File: src/chq_pkg.sv
// Package for the quaternion Hermite interpolation and normalize unit.
// Holds fixed widths and constants used by all modules; no dependencies.
package chq_pkg;
  localparam int unsigned LANES     = 4;
  localparam int unsigned T_BITS    = 17;
  localparam int unsigned DT_BITS   = 16;
  localparam int unsigned W_BITS    = 19;
  localparam int unsigned MAG_BITS  = 30;
  localparam int unsigned SQ_BITS   = 62;
  localparam int unsigned ROOT_BITS = 31;
  localparam logic [T_BITS-1:0] T_ONE = 17'd65536;
  typedef logic signed [W_BITS-1:0] weight_t;
endpackage

File: src/chq_isqrt.sv
// Fully pipelined integer square root, one result bit per stage.
// Carries a side payload alongside. Depends on chq_pkg.
module chq_isqrt import chq_pkg::*; #(
  parameter int unsigned SIDE_W = 1
) (
  input  logic                 clk_i,
  input  logic                 rst_ni,
  input  logic                 valid_i,
  input  logic [SQ_BITS-1:0]   radicand_i,
  input  logic [SIDE_W-1:0]    side_i,
  output logic                 valid_o,
  output logic [ROOT_BITS-1:0] root_o,
  output logic [SIDE_W-1:0]    side_o
);
  localparam int unsigned STEPS = ROOT_BITS;

  logic [STEPS-1:0]   v_q;
  logic [SQ_BITS-1:0] n_q    [STEPS];
  logic [SQ_BITS-1:0] r_q    [STEPS];
  logic [SIDE_W-1:0]  side_q [STEPS];

  for (genvar i = 0; i < STEPS; i++) begin : g_step
    localparam logic [SQ_BITS-1:0] BIT = SQ_BITS'(1) << (SQ_BITS - 2 - 2 * i);
    logic [SQ_BITS-1:0] n_in, r_in, n_d, r_d, tr;
    logic [SIDE_W-1:0]  s_in;
    logic               v_in;

    if (i == 0) begin : g_first
      assign n_in = radicand_i;
      assign r_in = '0;
      assign s_in = side_i;
      assign v_in = valid_i;
    end else begin : g_next
      assign n_in = n_q[i-1];
      assign r_in = r_q[i-1];
      assign s_in = side_q[i-1];
      assign v_in = v_q[i-1];
    end

    always_comb begin
      tr = r_in + BIT;
      if (n_in >= tr) begin
        n_d = n_in - tr;
        r_d = (r_in >> 1) + BIT;
      end else begin
        n_d = n_in;
        r_d = r_in >> 1;
      end
    end

    always_ff @(posedge clk_i or negedge rst_ni) begin
      if (!rst_ni) begin
        v_q[i] <= 1'b0;
      end else begin
        v_q[i] <= v_in;
      end
    end

    always_ff @(posedge clk_i) begin
      n_q[i]    <= n_d;
      r_q[i]    <= r_d;
      side_q[i] <= s_in;
    end
  end

  assign valid_o = v_q[STEPS-1];
  assign root_o  = r_q[STEPS-1][ROOT_BITS-1:0];
  assign side_o  = side_q[STEPS-1];
endmodule

File: config.mk
export PLATFORM = sky130hd
export DESIGN_NAME = chq_isqrt
export DESIGN_NICKNAME = d
export VERILOG_FILES = /design/src/chq_pkg.sv /design/src/chq_isqrt.sv
export SDC_FILE = /design/constraint.sdc
export NUM_CORES = 2
export LEC_CHECK = 0
export ABC_AREA = 0
export BUFFER_PORTS_ARGS = -buffer_cell sky130_fd_sc_hd__buf_2
export CORE_AREA = 2 2 451 453
export DETAILED_ROUTE_END_ITERATION = 8
export DIE_AREA = 0 0 453 455
export PLACE_DENSITY = 0.59
export SYNTH_ARGS = -nofsm -noshare
export SYNTH_HDL_FRONTEND = slang
export SYNTH_SLANG_ARGS = --single-unit
File: constraint.sdc
create_clock -name clk_i -period 3.62 [get_ports clk_i]
set_input_delay 0.543 -clock clk_i [delete_from_list [all_inputs] [get_ports clk_i]]
set_output_delay 0.543 -clock clk_i [all_outputs]
set_load 0.005 [all_outputs]
==> results by group <==
STA
  • Worst Tran Pin Value: 1.13 ns
  • Final period util: 95.7%
  • Relative slew margins: 24.4%
  • # setup viols final: 0
  • Max-slew violation count: 0
  • Final Hold Fails: 0
  • Setup ws final: 0.156 ns
  • Final Critical Period: 3.46 ns
  • Worst Clk Skew: 0.106 ns
  • Max Clk Rate: 0.289 GHz

Die
  • I/O pin count: 99
  • Die Area: 0.206 sq mm
  • Initial Utilization: 44.8%
  • Number of cell rows: 165
  • Core Area: 0.201 sq mm
  • Die X-Extent: 453 um
  • Die Y: 455 um

Logic synthesis
  • YS warnings: 0
  • Cell Area, Synth: 0.0902 sq mm
  • Area leader, netlist: dfxtp_1
  • Avg Inst Size Synth: 10.1 sq um
  • Synth unique cells: 89
  • Dominant cells by area after synthesis: dfxtp_1 (53%), ha_1 (7.3%), xnor2_1 (4.1%)
  • FF+latch count, synth: 2418
  • Primary FF master, synth: dfxtp_1
  • Synth async-reset ratio: 1.28%
  • Syn Nets: 9546
  • Number of enable flip-flop cells after synthesis: 0
  • Syn Inst Count: 8955
  • Share of the synthesized area in the top cell type: 53.0%
  • Register area share after synthesis: 53.8%

Setup path
  • Critical path capture point type: flop
  • CP arrival: 4.32 ns
  • Depth of the worst register-to-register path: 10
  • Critical path type: reg -> reg
  • Critical path, cell by cell: or4_4 > or4_4 > or4_4 > nand4b_1 > a41o_2 > a21oi_4 > buf_4 > a211o_1 > nor4_1 > xor2_1
  • CP bufs+invs: 1
  • Crit path largest cell delay: 0.62 ns
  • R2r setup slk: 0.16 ns
  • R2r startpoint: n_q[27][40]
  • Crit Path Max Fanout: 12
  • Critical Path Source Type: flop
  • Slowest-stage cell, CP: or4_4
  • Crit-path most repeated cell: or4_4
  • Family with the most delay on the worst path: simple AND/OR/NAND/NOR gates
  • Critical Path RT: 4.48 ns
  • Worst reg2reg endpoint: n_q[28][47]

Placed design
  • Placed Instances: 11801
  • PortBufs: 98
  • HPWL after DPL: 175000 um
  • Cell Area, Placed: 0.0954 sq mm
  • Final GP Congestion: 0.914
  • Post-Place Setup Slack: -0.486 ns

Final layout
  • Final Cell Area: 0.105 sq mm
  • Final net count: 10027
  • Commonest non-fill, non-tap cell in the layout: dfxtp_1
  • Final std cells w/o fill: 12322
  • Synthesis-to-finish area growth: 16.3%
  • Layout fillers: 18011
  • Most frequent cells in the layout: dfxtp_1 (2386), inv_1 (646), nor2_1 (609)
  • Share of cells above drive strength 1: 10.1%

Drt
  • Detailed-route DRC error count: 0
  • Vias: 63819
  • DRT iter0 DRCs: 3803
  • Avg WL per Cell: 18.1 um
  • Routed WL: 223000 um
  • Met2 Routed Length: 107000 um
  • Pre-antenna DRT Iters: 6
  • Max Used Layer: met4
  • Post-Route M1 WL: 102000 um
  • Met3 WL: 9140 um
  • Post-route ant nets: 0
  • Number of vias per cell: 5.18

CTS
  • Clock Tree Root: clkbuf_16
  • CTS H-tree lvls: 4
  • CTS tree: done
  • Clk slew on worst S/H paths: 0.07 ns
  • Clock Latency Late Sink: 0.92 ns
  • Total CTS buffers: 236
  • Largest buffer count on any clock path: 3
  • Clk sinks: 2418

Power and ir drop
  • Lkg Pwr: 0.0480 uW
  • PwrDens: 802 mW/mm^2
  • Overall power: 84100 uW
  • Peak supply drop: 0.000571 V

GRT
  • GRT overflow: 0
  • Initial antenna violation count: 8
  • Largest net degree at the start of global routing: 55
  • Total GRT Usage: 21.3%
  • Vias in the first global route: 63588
  • First-pass GRT wire length: 349000 um

Outcome
  • Status: finished clean

Min path
  • Min-Delay Path Class: in -> async

Job
  • Max-Cap Viols: 0
synth_stat cells (12+ instances only):
library cell	n
dfrtp_1	31
nor4b_1	50
nor2_1	613
inv_1	646
nor2b_1	65
and4_1	12
buf_1	13
o211ai_1	32
nor3b_1	19
and3_1	46
a21o_1	218
nand2b_1	103
a211o_1	16
nand2_1	588
ha_1	525
nand3b_1	25
xnor2_1	427
o41ai_1	15
or2_2	36
nand4_1	119
mux2_2	98
and2_1	28
o21bai_1	44
or4_1	64
a211oi_1	37
nor4_1	317
clkbuf_1	136
o31ai_1	43
a21oi_1	536
o21a_1	91
a21boi_0	18
xor2_1	405
dfxtp_1	2387
or3_1	104
o22ai_1	12
a31oi_1	46
nor3_1	245
nand4b_1	19
nand3_1	154
a2111oi_0	16
o21ai_0	398
cells by family (layout without fill, tap and decap cells):
family / Yosys count / count (layout) / share of synthesized area (%)
buf+inv: 800 / 1490 / 3.34
mux: 103 / 103 / 1.28
xor+xnor: 832 / 832 / 8.08
other cells: 0 / 5 / 0
fa+ha+maj: 525 / 525 / 7.28
flops: 2418 / 2418 / 53.8
simple gates: 2638 / 2638 / 14.9
compound gates: 1639 / 1639 / 11.3
through the flow:
step	hold WS (ns)	util [%]	setup TNS, ns
2_1_floorplan	0.247	-	0
3_3_place_gp	0.310	47.4	-11.29
3_5_place_dp	0.312	47.4	-7.88
4_1_cts	0.124	52.0	0
5_1_grt	0.193	52.1	-0.0124
6_report	0.193	52.1	0
worst max path at each step:
| stage | start | endpoint | cells after the start |
|---|---|---|---|
| after detailed placement | r_q[3][158] | n_q[27][52] | 11 |
| after global routing | r_q[2][272] | n_q[21][58] | 14 |
| final | n_q[27][40] | n_q[28][47] | 10 |
| after global placement | r_q[3][158] | n_q[27][52] | 11 |
| after floorplan | r_q[3][218] | n_q[28][49] | 13 |
| after CTS | r_q[3][158] | n_q[27][52] | 11 |
routing by layer:
layer / vias up / global-route usage [%]
li1: 32093 / -
met1: 30185 / 27.8
met2: 1210 / 36.7
met3: 331 / 2.99
met4: 0 / 5.96
met5: - / 0
layout make-up:
| cell class | count | area, sq um | share of cell area (%) |
|---|---|---|---|
| repair buffers | 396 | 2990 | 2.85 |
| clock inverters | 134 | 1840 | 1.76 |
| well taps | 2672 | 3340 | 3.19 |
| diodes | 5 | 12.5 | 0.0119 |
| clock buffers | 313 | 6720 | 6.41 |
| flip-flops and latches | 2418 | 48600 | 46.3 |
| inverters | 647 | 2430 | 2.32 |
| multi-input cells | 5737 | 39000 | 37.2 |
registers in the layout (all words and copies together), names as in the netlist:
register / cells
valid_o: 1
g_step.v_in: 30
side_q: 31
r_q: 496
n_q: 1860
power by group:
| part | internal (uW) | switching [uW] | total, uW |
|---|---|---|---|
| sequential | 32600 | 5230 | 37800 |
| combinational | 9250 | 11200 | 20400 |
| clock | 15200 | 10700 | 25900 |
| total | 57000 | 27100 | 84100 |
timing repair:
item,4_1_cts,5_1_grt
resized for setup,3,59
hold buffers,65,0
endpoints found under the setup margin,53,116
pin swaps,1,9
setup buffers,0,4
endpoints found under the hold margin,95,0
No activity file was read; power rests on OpenSTA's default activity.
