File: config.mk
export PLATFORM = sky130hd
export DESIGN_NAME = chq_weights
export DESIGN_NICKNAME = d
export VERILOG_FILES = /design/src/chq_pkg.sv /design/src/chq_weights.sv
export SDC_FILE = /design/constraint.sdc
export NUM_CORES = 1
export LEC_CHECK = 0
export BUFFER_PORTS_ARGS = -buffer_cell sky130_fd_sc_hd__buf_2
export CORE_UTILIZATION = 45
export CTS_CLUSTER_SIZE = 16
export DETAILED_ROUTE_END_ITERATION = 12
export SETUP_SLACK_MARGIN = 0.05
export SLEW_MARGIN = 20
export SYNTH_ARGS = -nofsm -noshare
export SYNTH_HDL_FRONTEND = slang
export SYNTH_SLANG_ARGS = --single-unit
File: constraint.sdc
create_clock -name clk_i -period 10.84 [get_ports clk_i]
set_clock_uncertainty 0.2 [all_clocks]
set_input_delay 0.542 -clock clk_i [delete_from_list [all_inputs] [get_ports clk_i]]
set_output_delay 0.542 -clock clk_i [all_outputs]
set_load 0.005 [all_outputs]
File: src/chq_pkg.sv
// Package for the quaternion Hermite interpolation and normalize unit.
// Holds fixed widths and constants used by all modules; no dependencies.
package chq_pkg;
  localparam int unsigned LANES     = 4;
  localparam int unsigned T_BITS    = 17;
  localparam int unsigned DT_BITS   = 16;
  localparam int unsigned W_BITS    = 19;
  localparam int unsigned MAG_BITS  = 30;
  localparam int unsigned SQ_BITS   = 62;
  localparam int unsigned ROOT_BITS = 31;
  localparam logic [T_BITS-1:0] T_ONE = 17'd65536;
  typedef logic signed [W_BITS-1:0] weight_t;
endpackage

File: src/chq_weights.sv
// Three-stage pipeline forming t^2, t^3 and the four Hermite basis weights.
// Depends on chq_pkg.
module chq_weights import chq_pkg::*; (
  input  logic              clk_i,
  input  logic              rst_ni,
  input  logic              valid_i,
  input  logic [T_BITS-1:0] position_i,
  output logic              valid_o,
  output weight_t           h00_o,
  output weight_t           h10_o,
  output weight_t           h01_o,
  output weight_t           h11_o
);
  logic [2:0] v_q;
  logic [T_BITS-1:0] t1_q, t2_q, t1b_q, t2b_q, t3_q;
  logic [T_BITS-1:0] tc, t2_d, t3_d;
  logic [2*T_BITS-1:0] sq, cu;
  logic signed [W_BITS:0] st, s2, s3, a00, a10, a01, a11;

  always_comb begin
    tc   = (position_i > T_ONE) ? T_ONE : position_i;
    sq   = 34'(tc) * 34'(tc) + 34'd32768;
    t2_d = sq[32:16];
    cu   = 34'(t2_q) * 34'(t1_q) + 34'd32768;
    t3_d = cu[32:16];
  end

  always_ff @(posedge clk_i or negedge rst_ni) begin
    if (!rst_ni) begin
      v_q <= '0;
    end else begin
      v_q <= {v_q[1:0], valid_i};
    end
  end

  always_ff @(posedge clk_i) begin
    t1_q  <= tc;
    t2_q  <= t2_d;
    t1b_q <= t1_q;
    t2b_q <= t2_q;
    t3_q  <= t3_d;
  end

  always_comb begin
    st  = $signed({3'b0, t1b_q});
    s2  = $signed({3'b0, t2b_q});
    s3  = $signed({3'b0, t3_q});
    a00 = 20'sd2 * s3 - 20'sd3 * s2 + 20'sd65536;
    a10 = s3 - 20'sd2 * s2 + st;
    a01 = 20'sd3 * s2 - 20'sd2 * s3;
    a11 = s3 - s2;
  end

  always_ff @(posedge clk_i) begin
    h00_o <= a00[W_BITS-1:0];
    h10_o <= a10[W_BITS-1:0];
    h01_o <= a01[W_BITS-1:0];
    h11_o <= a11[W_BITS-1:0];
  end

  assign valid_o = v_q[2];
endmodule

==> results of run 1 <==
[kinds of logic after synthesis]
logic type	after synthesis	synth area share
flops	162	0.1335
compound gates	203	0.05623
buf+inv	710	0.1095
xor+xnor	107	0.03839
mux	2	0.0008713
fa+ha+maj	756	0.5216
simple gates	682	0.1397
other cells	2	0.0003076
[worst max-delay path, stage by stage]
cell,delay (ps)
buf_2,220
nor4_1,280
nand4_1,120
nand2_1,370
and2_1,350
nand2_1,140
fa_1,530
inv_1,60
fa_1,530
inv_1,50
fa_1,380
inv_1,80
fa_1,440
fa_1,550
inv_1,50
fa_1,480
inv_1,50
ha_1,180
a22o_1,220
nor4_1,200
o221ai_1,230
nand4_1,210
a31oi_1,230
a31oi_1,390
o21ai_0,230
or4_1,450
and2_1,180
xor2_1,130
[area by class of cell]
class | instances | area [um2]
Clock buffer | 18 | 429.2
Clock inverter | 13 | 168.9
Fill cell | 5005 | 26770
Inverter | 643 | 2414
Multi-Input combinational cell | 1774 | 18570
Sequential cell | 162 | 3258
Tap cell | 688 | 860.8
Timing Repair Buffer | 113 | 613.1
[Yosys cell counts, drive strengths merged, types with 5 or more instances]
cell	instances
o21bai	10
and2	197
and3	28
o21ai	38
nand2b	11
nand4	10
a21o	28
dfxtp	159
nor2	84
fa	436
a21boi	6
nor4	9
xnor2	75
ha	320
a31oi	8
inv	643
a21oi	50
a211oi	9
nand3	22
a2111oi	5
or3	7
clkbuf	65
xor2	32
nor3	20
o21a	11
nor2b	30
nand2	247
[routing by layer]
metal  up-vias  GRT usage  part of all wire
li1       8091          -                 -
met1      8439     0.2776              0.46
met2       423     0.3457              0.47
met3        65    0.03008             0.050
met4         0    0.06439             0.021
met5         -          0                 0
[sequential cells by signal, summed over array words and instances, names as in the netlist]
register and cells:
h00_o 19, h10_o 19, h01_o 18, h11_o 18
t1_q 17, t1b_q 17, t2_q 17, t2b_q 17
t3_q 17, v_q 3
[final timing paths]
check                                    from  endpoint  cells after the start  slack, ps
worst max-delay path            position_i[0]  t2_q[15]                     28       3130
worst min-delay path                   v_q[0]    v_q[1]                      0        150
worst max register to register       t2_q[10]  t3_q[16]                     21       3230
worst min register to register         v_q[0]    v_q[1]                      0        150
max in group asynchronous              rst_ni    v_q[0]                      2      10160
min in group asynchronous              rst_ni    v_q[2]                      2        180
[placed cells by master (no fill, tap or decap), types with 22 or more instances in the layout]
cell type / n
inv_1: 643
fa_1: 436
ha_1: 320
nand2_1: 247
and2_1: 197
dfxtp_1: 159
buf_2: 96
nor2_1: 84
xnor2_1: 75
a21oi_1: 49
o21ai_0: 38
xor2_1: 32
nor2b_1: 29
and3_1: 28
a21o_1: 28
conb_1: 24
nand3_1: 22
[through the flow]
stage / utilization / std cells / hold WS (ps) / setup slack [ps] / area [um2]
final: 0.4957 / 3411 / 149.9 / 3125 / 26310
after global routing: 0.4957 / 3411 / 169.5 / 2644 / 26310
after CTS: 0.4956 / 3411 / 139.1 / 3093 / 26310
after detailed placement: 0.4840 / 3378 / 137.2 / 2566 / 25690
after global placement: 0.4840 / 3378 / 136.4 / 2722 / 25690
after floorplan: - / 2646 / 46.41 / 3603 / 24490
==> flow_summary.ini, run 1 <==
[status]
status = finished, final reports clean

[sta]
max_freq_mhz = 129.6
setup_viol = 0
slew_headroom = 0.3198
setup_tns_ps = 0
period_share = 0.7117
rsz0062_at_grt = no
finalHoldViolCount = 0
worst_pin_slew_ps = 1019
drv_slew = 0
period_minus_slack_ps = 7715

[setup_path]
worstSetupPathType = primary input to register
crit_fanout = 19
start_kind = primary input
crit_arrival_ps = 7890
cp.required_ps = 11010
endpoint_kind = register

[drt]
num_vias = 17020
vias_per_cell = 4.989
routed_wl_mm = 54.42
drt_iter0_markers = 839
drtPass1Iterations = 5
ant_nets = 0
drc = 0
drt-wirelength-per-cell_um = 15.95

[floorplanning]
initial_utilization = 0.4599
core_area_um2 = 53080
fp.dieH_um = 234.9
io_pins = 97
row_count = 84
dieArea_um2 = 55180
die_w_um = 234.9

[placement]
dp_hpwl_mm = 44.16
gp_congestion = 0.9170
portBuffers = 96

[synth]
ys_seq_elements = 162
synth_ff_type = dfxtp_1
synth_area_leaders = fa_1 36%, ha_1 16%, dfxtp_1 13%
synth_warnings = 0
async_flop_share = 0.01852
synthCells = 2624
synth_edf_count = 0
avgSynthCellArea_um2 = 9.303
yosysTopAreaCell = fa_1
synth_cell_types = 62
syn_area_um2 = 24410
synth_top_area_share = 0.3576
ys_seq_area_frac = 0.1335

[clock_network]
clock_latency_ps = 490
clock-sinks = 162
cts_buffer_depth = 2
numCtsBuffers = 17
cts_tree = built
clkTransAtPathRegs_ps = 70
cts_resized = 0
post_cts_buffers = 0
h-tree-depth = 4
cts_root_buf = clkbuf_16
cts_hold_buf = 2

[layout]
drive_gt1_frac = 0.05582
n_antenna_cell = 0
layout-area-overhead-vs-synth_pct = 7.776
fin_nets = 3487

[global_routing]
grt_pass1_wl_mm = 90.74
grt_max_degree = 20
grt.total_usage = 0.2073
overflow = 0
grt_pass1_vias = 18030
antenna_found_initial = 0

[hold_path]
hp-class = register to register

[run]
drv_cap = 0
Power of run 1 is left out: the tool's default activity adds up to more than one toggle a clock period on the data nets, which glitch-free logic cannot reach.
==> run 2, diff against run 1 <==
- clock period: 10.84 -> 6.9 ns (I/O delays scaled with it)
==> run 2 against run 1 <==
  * Via count rose by 0.94%
  * Final area up 4.1%
  * Core utilization up 2.0 points
  * Non-clock buffer count is 112 higher
  * Global-route usage rose by 0.41 points
  * Worst hold slack got worse by 38 ps
  * Clock-buffer cell count grew 2
  * First-iteration DRC count is 20% lower
  * Register-to-register slack got worse by 3000 ps
  * Largest cell class unchanged
  * Highest routed layer unchanged
==> flow_summary.ini, run 2 (same netlist as run 1, synthesis figures left out) <==
[drt]
drt-wirelength-per-cell_um = 15.60
num_vias = 17180
ant_nets = 0
vias_per_cell = 4.876
routed_wl_mm = 54.96
drt_iter0_markers = 669
drc = 0
drtPass1Iterations = 5

[run]
drv_cap = 0

[setup_path]
timing.rr.end = t3_q[16]
crit_arrival_ps = 6900
critPathTopFamily = adder cells
r2r_start = t1_q[2]
worstSetupStartpoint = t1_q[2]
cp_slowest_stage_delay_ps = 550
cp.required_ps = 7100
r2r_setup_slack_ps = 200
slowest_stage = fa_1
path_common_cell = fa_1
path_cells = nand2_4 > fa_1 > inv_2 > fa_1 > inv_2 > fa_1 > fa_1 > inv_2 > fa_1 > fa_1 > ha_1 > a21o_1 > a21o_1 > a211o_1 > a2bb2oi_2 > a21oi_2 > o41a_1 > a41o_1 > o41a_1 > or4_1 > nand4_1
crit_fanout = 6
rr_worst_depth = 21
start_kind = register
cp.buffers_inverters = 3
endpoint_kind = register
worstSetupPathType = register to register

[clock_network]
h-tree-depth = 4
cts_tree = built
clock_latency_ps = 460
clkTransAtPathRegs_ps = 70
numCtsBuffers = 17
cts_root_buf = clkbuf_16
clock-sinks = 162
cts_buffer_depth = 2

[layout]
drive_gt1_frac = 0.1111
stdcell_area_um2 = 27380
layout-area-overhead-vs-synth_pct = 12.16
layout_commonest_cell = inv_1
n_antenna_cell = 0
largestRegisters = h00_o: 19 flops, h10_o: 19 flops
final_util = 0.5158
instances_no_fill = 3523
fin_nets = 3599
layout_common_cells = 633 x inv_1, 429 x fa_1, 316 x ha_1

[global_routing]
antenna_found_initial = 1
grt.busiest_layer = met2
grtUsageMet2 = 0.3616
overflow = 0
grt_pass1_wl_mm = 93.98
grt.total_usage = 0.2113
grt_use_met1 = 0.2785
grt_max_degree = 18
grt_pass1_vias = 19100
use_met3 = 0.02961

[floorplanning]
row_count = 84
io_pins = 97
core_area_um2 = 53080
initial_utilization = 0.4599
die_w_um = 234.9
fp.dieH_um = 234.9
dieArea_um2 = 55180

[placement]
gp_congestion = 0.8782
pre_cts_ws_ps = -310.0
dp_hpwl_mm = 47.17
portBuffers = 96
dp.cells = 3474
placedInstanceArea_um2 = 26410

[sta]
slew_headroom = 0.5122
setup_ws_ps = 195.1
rsz0062_at_grt = yes
finalHoldViolCount = 0
period_share = 0.9717
setup_viol = 0
max_freq_mhz = 149.1
worst_pin_slew_ps = 722.3
drv_slew = 0
period_minus_slack_ps = 6705

[hold_path]
hp-class = primary input to register
whs_path_depth = 2
min_to = t1_q[16]
worstHoldStart = position_i[16]

[status]
status = finished, final reports clean
## run 2: cell types whose count changed in the layout (fill, tap and decap cells not counted), moves of 4 or more
cell	change
fa_2	+7
dfxtp_1	-17
buf_6	+8
inv_1	-10
nand2_2	+6
ha_1	-4
ha_4	+4
dfxtp_4	+12
buf_4	+102
inv_2	+10
fa_1	-7
dfxtp_2	+5
nand2_1	-8
## run 2: area by class of cell
cell class              instances  area [um2]
clock inverters                11       120.1
fillers                      4859       25700
flip-flops and latches        162        3309
multi-input cells            1774       18710
well taps                     688       860.8
inverters                     643        2414
repair buffers                225        1499
clock buffers                  20       466.7
## run 2: worst max-delay path by stage
stage                     cells past startpoint  slack (ps)       end
after CTS                                    21          20  t3_q[16]
after global placement                       25        -240  t2_q[15]
after floorplan                              25          70  t2_q[15]
after global routing                         20         -30  t3_q[16]
final                                        21         200  t3_q[16]
after detailed placement                     25        -310  t2_q[15]
## run 2: timing repair
| action | 4_1_cts | 5_1_grt |
|---|---|---|
| resized for setup | 15 | 63 |
| hold buffers | 3 | 0 |
| pin swaps | 4 | 32 |
| setup buffers | 0 | 15 |
| endpoints found under the setup margin | 2 | 6 |
| hold endpoints to repair | 4 | 0 |
## run 2: per-layer routing
| layer | part of all wire | wire [um] | vias to the layer above |
|---|---|---|---|
| met2 | 0.48 | 26250 | 326 |
| li1 | - | - | 8328 |
| met5 | 0 | 0 | - |
| met1 | 0.47 | 25640 | 8459 |
| met3 | 0.038 | 2077 | 65 |
| met4 | 0.018 | 995 | 0 |
## run 2: stage by stage
| stage | setup TNS [ps] | hold WS [ps] |
|---|---|---|
| final | 0 | 111.5 |
| after global routing | -25.95 | 113.4 |
| after CTS | 0 | 94.32 |
| after detailed placement | -755.5 | -56.00 |
| after global placement | -461.2 | -61.44 |
| after floorplan | 0 | -150.6 |
Power of run 2 is left out for the same reason.
